$ cat src/rtl/obcs_pkg.sv
// Package for the order book cosine similarity block.
// Holds shared constants, opcodes and state types; depends on nothing.
`default_nettype none
package obcs_pkg;

    localparam int MAX_LEVELS_DEF = 4096;

    localparam int CNT_W   = 13;
    localparam int PRICE_W = 32;
    localparam int QTY_W   = 24;
    localparam int SUM_W   = 64;
    localparam int RATIO_W = 14;
    localparam int PCT_W   = 15;
    localparam int CFG_IDX_W = 3;

    // Scaled dot product and the wide products of the cosine unit.
    localparam int SCALED_W  = 75;
    localparam int PROD_W    = 152;
    localparam int MUL_STEPS = SCALED_W;
    localparam int STEP_W    = 7;

    localparam logic [CNT_W-1:0]   COUNT_MAX  = 13'd8191;
    localparam logic [PCT_W-1:0]   HALF_SCALE = 15'd12800;
    localparam logic [RATIO_W-1:0] RATIO_MAX  = 14'd12800;
    localparam logic [PCT_W-1:0]   FULL_SCALE = 15'd25600;

    localparam logic [CNT_W-1:0] CP0_RESET = 13'd50;
    localparam logic [CNT_W-1:0] CP1_RESET = 13'd100;
    localparam logic [CNT_W-1:0] CP2_RESET = 13'd1000;
    localparam logic [CNT_W-1:0] CP3_RESET = 13'd4000;

    localparam logic [1:0] OP_CLEAR  = 2'd0;
    localparam logic [1:0] OP_APPEND = 2'd1;
    localparam logic [1:0] OP_SERVER = 2'd2;

    localparam logic [CFG_IDX_W-1:0] CFG_CP0 = 3'd0;
    localparam logic [CFG_IDX_W-1:0] CFG_CP1 = 3'd1;
    localparam logic [CFG_IDX_W-1:0] CFG_CP2 = 3'd2;
    localparam logic [CFG_IDX_W-1:0] CFG_CP3 = 3'd3;

    localparam logic [1:0] CP_IDX0 = 2'd0;
    localparam logic [1:0] CP_IDX1 = 2'd1;
    localparam logic [1:0] CP_IDX2 = 2'd2;
    localparam logic [1:0] CP_IDX3 = 2'd3;

    typedef enum logic [2:0] {
        ST_IDLE,
        ST_READ,
        ST_CMP,
        ST_MAC,
        ST_CHECK,
        ST_EVAL,
        ST_COS
    } walk_state_t;

    typedef enum logic [2:0] {
        COS_IDLE,
        COS_MUL_P,
        COS_MUL_Q,
        COS_TRY,
        COS_CMP
    } cos_state_t;

endpackage
`default_nettype wire

$ cat src/rtl/obcs_cos.sv
// Cosine ratio unit: largest r <= 12800 with r^2*S*L <= (12800*dot)^2.
// Serial shift-add products, then a bit-by-bit search; uses obcs_pkg.
`default_nettype none
module obcs_cos (
    input  wire logic                          clk,
    input  wire logic                          rst_n,
    input  wire logic                          start,
    input  wire logic [obcs_pkg::SUM_W-1:0]    dot_sum,
    input  wire logic [obcs_pkg::SUM_W-1:0]    server_square_sum,
    input  wire logic [obcs_pkg::SUM_W-1:0]    local_square_sum,
    output logic                               done,
    output logic [obcs_pkg::RATIO_W-1:0]       ratio
);
    localparam int W  = obcs_pkg::PROD_W;
    localparam int SW = obcs_pkg::SCALED_W;

    obcs_pkg::cos_state_t state_reg, state_next;
    logic [obcs_pkg::STEP_W-1:0]  cnt_reg, cnt_next;
    logic [3:0]                   k_reg, k_next;
    logic                         done_reg, done_next;
    logic [obcs_pkg::RATIO_W-1:0] r_reg, r_next;
    logic [W-1:0]  acc_reg, acc_next, mc_reg, mc_next;
    logic [SW-1:0] mp_reg, mp_next;
    logic [W-1:0]  p_reg, p_next, q_reg, q_next;
    logic [W-1:0]  a_reg, a_next, b_reg, b_next, t_reg, t_next;

    logic [W-1:0]  acc_step;
    logic [SW-1:0] dot_x25;
    logic [SW-1:0] dot_scaled;
    logic [obcs_pkg::RATIO_W-1:0] cand;

    // 12800 * dot = (16 + 8 + 1) * dot * 512.
    assign dot_x25    = (SW'(dot_sum) << 4) + (SW'(dot_sum) << 3) + SW'(dot_sum);
    assign dot_scaled = dot_x25 << 9;
    assign acc_step   = mp_reg[0] ? (acc_reg + mc_reg) : acc_reg;
    assign cand       = r_reg | (obcs_pkg::RATIO_W'(1) << k_reg);

    always_comb
    begin
        state_next = state_reg;
        cnt_next   = cnt_reg;
        k_next     = k_reg;
        done_next  = 1'b0;
        r_next     = r_reg;
        acc_next   = acc_reg;
        mc_next    = mc_reg;
        mp_next    = mp_reg;
        p_next     = p_reg;
        q_next     = q_reg;
        a_next     = a_reg;
        b_next     = b_reg;
        t_next     = t_reg;
        case (state_reg)
            obcs_pkg::COS_IDLE:
            begin
                if (start)
                begin
                    acc_next   = '0;
                    mc_next    = W'(server_square_sum);
                    mp_next    = SW'(local_square_sum);
                    cnt_next   = obcs_pkg::STEP_W'(obcs_pkg::MUL_STEPS);
                    state_next = obcs_pkg::COS_MUL_P;
                end
            end
            obcs_pkg::COS_MUL_P:
            begin
                acc_next = acc_step;
                mc_next  = mc_reg << 1;
                mp_next  = mp_reg >> 1;
                cnt_next = cnt_reg - 1'b1;
                if (cnt_reg == obcs_pkg::STEP_W'(1))
                begin
                    p_next     = acc_step;
                    acc_next   = '0;
                    mc_next    = W'(dot_scaled);
                    mp_next    = dot_scaled;
                    cnt_next   = obcs_pkg::STEP_W'(obcs_pkg::MUL_STEPS);
                    state_next = obcs_pkg::COS_MUL_Q;
                end
            end
            obcs_pkg::COS_MUL_Q:
            begin
                acc_next = acc_step;
                mc_next  = mc_reg << 1;
                mp_next  = mp_reg >> 1;
                cnt_next = cnt_reg - 1'b1;
                if (cnt_reg == obcs_pkg::STEP_W'(1))
                begin
                    q_next     = acc_step;
                    r_next     = '0;
                    a_next     = '0;
                    b_next     = '0;
                    k_next     = 4'd13;
                    state_next = obcs_pkg::COS_TRY;
                end
            end
            obcs_pkg::COS_TRY:
            begin
                // (r + 2^k)^2 P = r^2 P + 2^(k+1) r P + 2^(2k) P
                t_next = a_reg + (b_reg << (k_reg + 4'd1)) + (p_reg << {k_reg, 1'b0});
                state_next = obcs_pkg::COS_CMP;
            end
            obcs_pkg::COS_CMP:
            begin
                if ((t_reg <= q_reg) && (cand <= obcs_pkg::RATIO_MAX))
                begin
                    r_next = cand;
                    a_next = t_reg;
                    b_next = b_reg + (p_reg << k_reg);
                end
                if (k_reg == 4'd0)
                begin
                    done_next  = 1'b1;
                    state_next = obcs_pkg::COS_IDLE;
                end
                else
                begin
                    k_next     = k_reg - 4'd1;
                    state_next = obcs_pkg::COS_TRY;
                end
            end
            default:
            begin
                state_next = obcs_pkg::COS_IDLE;
            end
        endcase
    end

    always_ff @(posedge clk or negedge rst_n)
    begin
        if (!rst_n)
        begin
            state_reg <= obcs_pkg::COS_IDLE;
            cnt_reg   <= '0;
            k_reg     <= '0;
            done_reg  <= 1'b0;
        end
        else
        begin
            state_reg <= state_next;
            cnt_reg   <= cnt_next;
            k_reg     <= k_next;
            done_reg  <= done_next;
        end
    end

    always_ff @(posedge clk)
    begin
        r_reg   <= r_next;
        acc_reg <= acc_next;
        mc_reg  <= mc_next;
        mp_reg  <= mp_next;
        p_reg   <= p_next;
        q_reg   <= q_next;
        a_reg   <= a_next;
        b_reg   <= b_next;
        t_reg   <= t_next;
    end

    assign done  = done_reg;
    assign ratio = r_reg;

endmodule
`default_nettype wire

$ cat config.mk
export PLATFORM = sky130hd
export DESIGN_NAME = obcs_cos
export DESIGN_NICKNAME = d
export VERILOG_FILES = /design/src/rtl/obcs_pkg.sv /design/src/rtl/obcs_cos.sv
export SDC_FILE = /design/constraint.sdc
export NUM_CORES = 2
export LEC_CHECK = 0
export BUFFER_PORTS_ARGS = -buffer_cell sky130_fd_sc_hd__buf_2
export CAP_MARGIN = 15
export CORE_MARGIN = 8
export CORE_UTILIZATION = 45
export DETAILED_ROUTE_END_ITERATION = 8
export PLACE_DENSITY = 0.6
export SLEW_MARGIN = 25
export SYNTH_ARGS = -nofsm -noshare
export SYNTH_HDL_FRONTEND = slang
export SYNTH_SLANG_ARGS = --single-unit
$ cat constraint.sdc
create_clock -name clk -period 39.7 [get_ports clk]
set_clock_uncertainty 0.2 [all_clocks]
set_input_delay 3.97 -clock clk [delete_from_list [all_inputs] [get_ports clk]]
set_output_delay 3.97 -clock clk [all_outputs]
set_load 0.03 [all_outputs]
==> flow_summary_export.csv <==
group,metric,value,unit
outcome,status,"complete, no violations",
sta,period_minus_slack,9.80,ns
drt,drc,0,
clock_network,insertion_delay,0.86,ns
clock_network,cts_inserted_buffers,146,
worst_hold_path,holdCritPathClass,"reg2reg",
yosys,yosys.cell_types.count,105,
sta,slew_viol_final,0,
layout,post_route_cells_drive_above_1_share,11.2,%
floorplanning,die-width,496,µm
yosys,synth_edf_count,1153,
drt,dr.pass1.iters,8,
power,power-per-cell-area,40.4,nW/µm²
global_route,wire_length_of_the_first_global_routing_pass,584000,µm
worst_setup_path,worstPathArrival,10.19,ns
power,clkPwrFrac,30.3,%
yosys,synth.yosys.seq_area_share,33.8,%
floorplanning,floorplan.die_area,246000,µm²
layout,final_core_util,48.8,%
sta,grt_setup_unrepaired,"false",
worst_setup_path,endpoint_type_of_the_worst_setup_path,"flop",
floorplanning,row_count,176,
drt,drtIter0Drc,9227,
worst_setup_path,crit-reg2reg-launch,"k_reg[1]",
clock_network,ctsRootBufferMaster,"clkbuf_16",
placement,place_hpwl,326000,µm
clock_network,cts_tree,"built",
yosys,syn_area,104000,µm²
yosys,async_flop_share,1.28,%
clock_network,cts_resized,0,
layout,most_frequent_cells_in_the_layout,"1,153 x edfxtp_1, 919 x a21oi_1, 768 x nor2_1",
worst_setup_path,r2r_end,"t_reg[139]",
clock_network,ctsHoldBuffers,0,
sta,worstMarginPinSlew,1.34,ns
sta,worst_slew_margin_rel,10.4,%
power,p_int,2.88,mW
drt,antenna_left,0,
yosys,synth.yosys.warnings,0,
global_route,grt_start_max_net_pins,156,
sta,timing.setup.tns,0,ns
sta,timing.fmax,0.102,GHz
placement,total_cell_area_at_the_placement_stage,107000,µm²
worst_hold_path,worstHoldStart,"cnt_reg[5]",
worst_setup_path,worst_setup_path_startpoint,"k_reg[1]",
power,switching_share,36.3,%
drt,finalWirelength,403000,µm
global_route,met2_usage,51.5,%
drt,wire_per_inst,30.1,µm
clock_network,clock_sinks,1168,
clock_network,clock_tree.htree_level_count,4,
power,pwr-share-comb,33.8,%
yosys,synth_top_flop_cell,"edfxtp_1",
worst_setup_path,regToRegSetupSlack,29.90,ns
sta,fin_worst_hold_slack,0.313,ns
layout,fillers,21500,
clock_network,max-clock-path-buffers,3,
yosys,synthesis.instances,10400,
power,power.net_switching,1.64,mW
power,power_frac_seq,35.9,%
flow_run,maxCapViolations,0,
yosys,ys_seq_elements,1168,
global_route,initial_antenna_violation_count,14,
power,worst_voltage_drop_across_the_vdd_grid,40.0,µV
floorplanning,design.portCount,210,
placement,gp_congestion,1.03,
sta,timing.final.hold_violations,0,
global_route,grt.met3_usage,4.70,%
placement,numPortBuffers,209,
layout,area_growth_from_synthesis_to_layout,8.00,%
layout,combined_flip_flop_and_latch_cell_area,35000,µm²
worst_hold_path,holdPathEnd,"cnt_reg[5]",
worst_setup_path,critical_path_required_time,40.09,ns
power,power.total,4.52,mW
layout,leading_cell_type_in_the_layout_fill_and_taps_excluded,"edfxtp_1",
floorplanning,core,229000,µm²
global_route,grt.busiest_layer,"met2",
layout,multi_input_comb_area,65000,µm²
clock_network,buffers_inserted_during_post_cts_setup_optimization,0,
global_route,first_global_vias,85100,
worst_setup_path,critical_path_peak_fanout,74,
global_route,grt_resource_usage_total,31.8,%
global_route,total_congestion_overflow,0,
worst_setup_path,r2r_cells,18,
worst_setup_path,criticalPathCategory,"reg2reg",
layout,final_design_area_no_fill,112000,µm²
worst_hold_path,hold_depth,2,
power,static-leakage-power,39.5,nW
yosys,synth.avg_cell_area,9.96,µm²
worst_setup_path,crit_path_start_kind,"flop",
global_route,use_met1,39.9,%
floorplanning,die_height,496,µm
floorplanning,effective_utilization_at_floorplan,45.2,%
clock_network,clk_pin_slew,0.06,ns
layout,fin_nets,11300,
yosys,synthesis.nets,11500,
sta,setup-violations-final,0,
drt,route.detailed.vias_per_inst,6.46,
sta,layout_worst_path_cycle_share,24.7,%
drt,via_count,86400,
## area by class of cell
type                            instances  share of cell area, %
Multi-Input combinational cell       8224                   58.0
Sequential cell                      1168                   31.3
Tap cell                             3026                   3.38
Clock buffer                          167                   3.35
Timing Repair Buffer                  296                   1.62
Inverter                              397                   1.35
Clock inverter                         99                  0.976
Antenna cell                            3                0.00671
## critical path, cell delays in order (launching register included)
cell      delay (ns)
dfrtp_4         0.64
clkinv_2        0.71
ha_4            0.88
buf_6           0.62
buf_6           0.74
mux4_2          0.68
mux4_2          0.54
fa_1            0.48
ha_1            0.41
nand2_1         0.10
nor2_1          0.35
nand2_1         0.18
or4_1           0.57
o311ai_0        0.75
nand3_1         0.30
o21ai_1         0.60
a31oi_1         0.24
o21ai_0         0.26
xnor2_1         0.08
## power groups by stage
stage / registers, mW / clock network (mW) / logic, mW
floorplan: 1.62 / 0 / 1.02
global placement: 1.65 / 0 / 1.49
detailed placement: 1.65 / 0 / 1.50
CTS: 1.62 / 1.39 / 1.51
global route: 1.64 / 1.43 / 1.65
finish: 1.62 / 1.37 / 1.53
## per-stage QoR
step	instances	worst slack [ns]
finish	13400	29.90
global route	13400	29.38
CTS	13400	29.77
detailed placement	13100	29.82
global placement	13100	29.46
floorplan	10400	6.36
## synthesized netlist by cell type, types with 56 or more instances
master | count | share of area (%)
and2_1 | 245 | 1.5
inv_1 | 394 | 1.4
mux4_2 | 363 | 7.9
fa_1 | 215 | 4.2
xor2_1 | 172 | 1.5
edfxtp_1 | 1153 | 33
clkbuf_1 | 524 | 1.9
a21oi_1 | 921 | 4.4
a22oi_1 | 56 | 0.41
xnor2_1 | 323 | 2.7
nand2_1 | 712 | 2.6
mux2i_1 | 601 | 5.8
mux2_2 | 148 | 1.6
ha_1 | 676 | 8.2
nor2_1 | 772 | 2.8
nand3_1 | 83 | 0.40
nor2b_1 | 74 | 0.45
nor3_1 | 105 | 0.51
o21a_1 | 75 | 0.54
o21bai_1 | 188 | 1.4
a21o_1 | 290 | 2.1
nand2b_1 | 199 | 1.2
a31oi_1 | 72 | 0.43
nand4_1 | 276 | 1.7
buf_1 | 71 | 0.26
o21ai_0 | 807 | 3.9
and3_1 | 189 | 1.1
## how the worst max path moves through the flow
stage | end | slack (ns)
floorplan | a_reg[0] | 6.36
CTS | t_reg[139] | 29.77
detailed placement | t_reg[139] | 29.82
finish | t_reg[139] | 29.90
global route | t_reg[139] | 29.38
global placement | t_reg[139] | 29.46
## metal layers
layer | wire, µm | part of all wire, %
met1 | 160000 | 40
met2 | 185000 | 46
met3 | 26800 | 6.6
met4 | 31600 | 7.8
met5 | 13 | 0.0032
## cells by family (layout without fill, tap and decap cells)
logic type               Yosys count  in the layout  share of synthesized area (%)
AO/OA/AOI/OAI                   2897           2897                           17.3
XOR/XNOR                         495            495                           4.18
adder cells (fa/ha/maj)          891            891                           12.3
buffers and inverters           1017            959                           3.71
flip-flops                      1168           1168                           33.8
multiplexers                    1113           1113                           15.3
other                              0              3                              0
AND/OR/NAND/NOR                 2828           2828                           13.4
(Power assumes the default switching activity.)
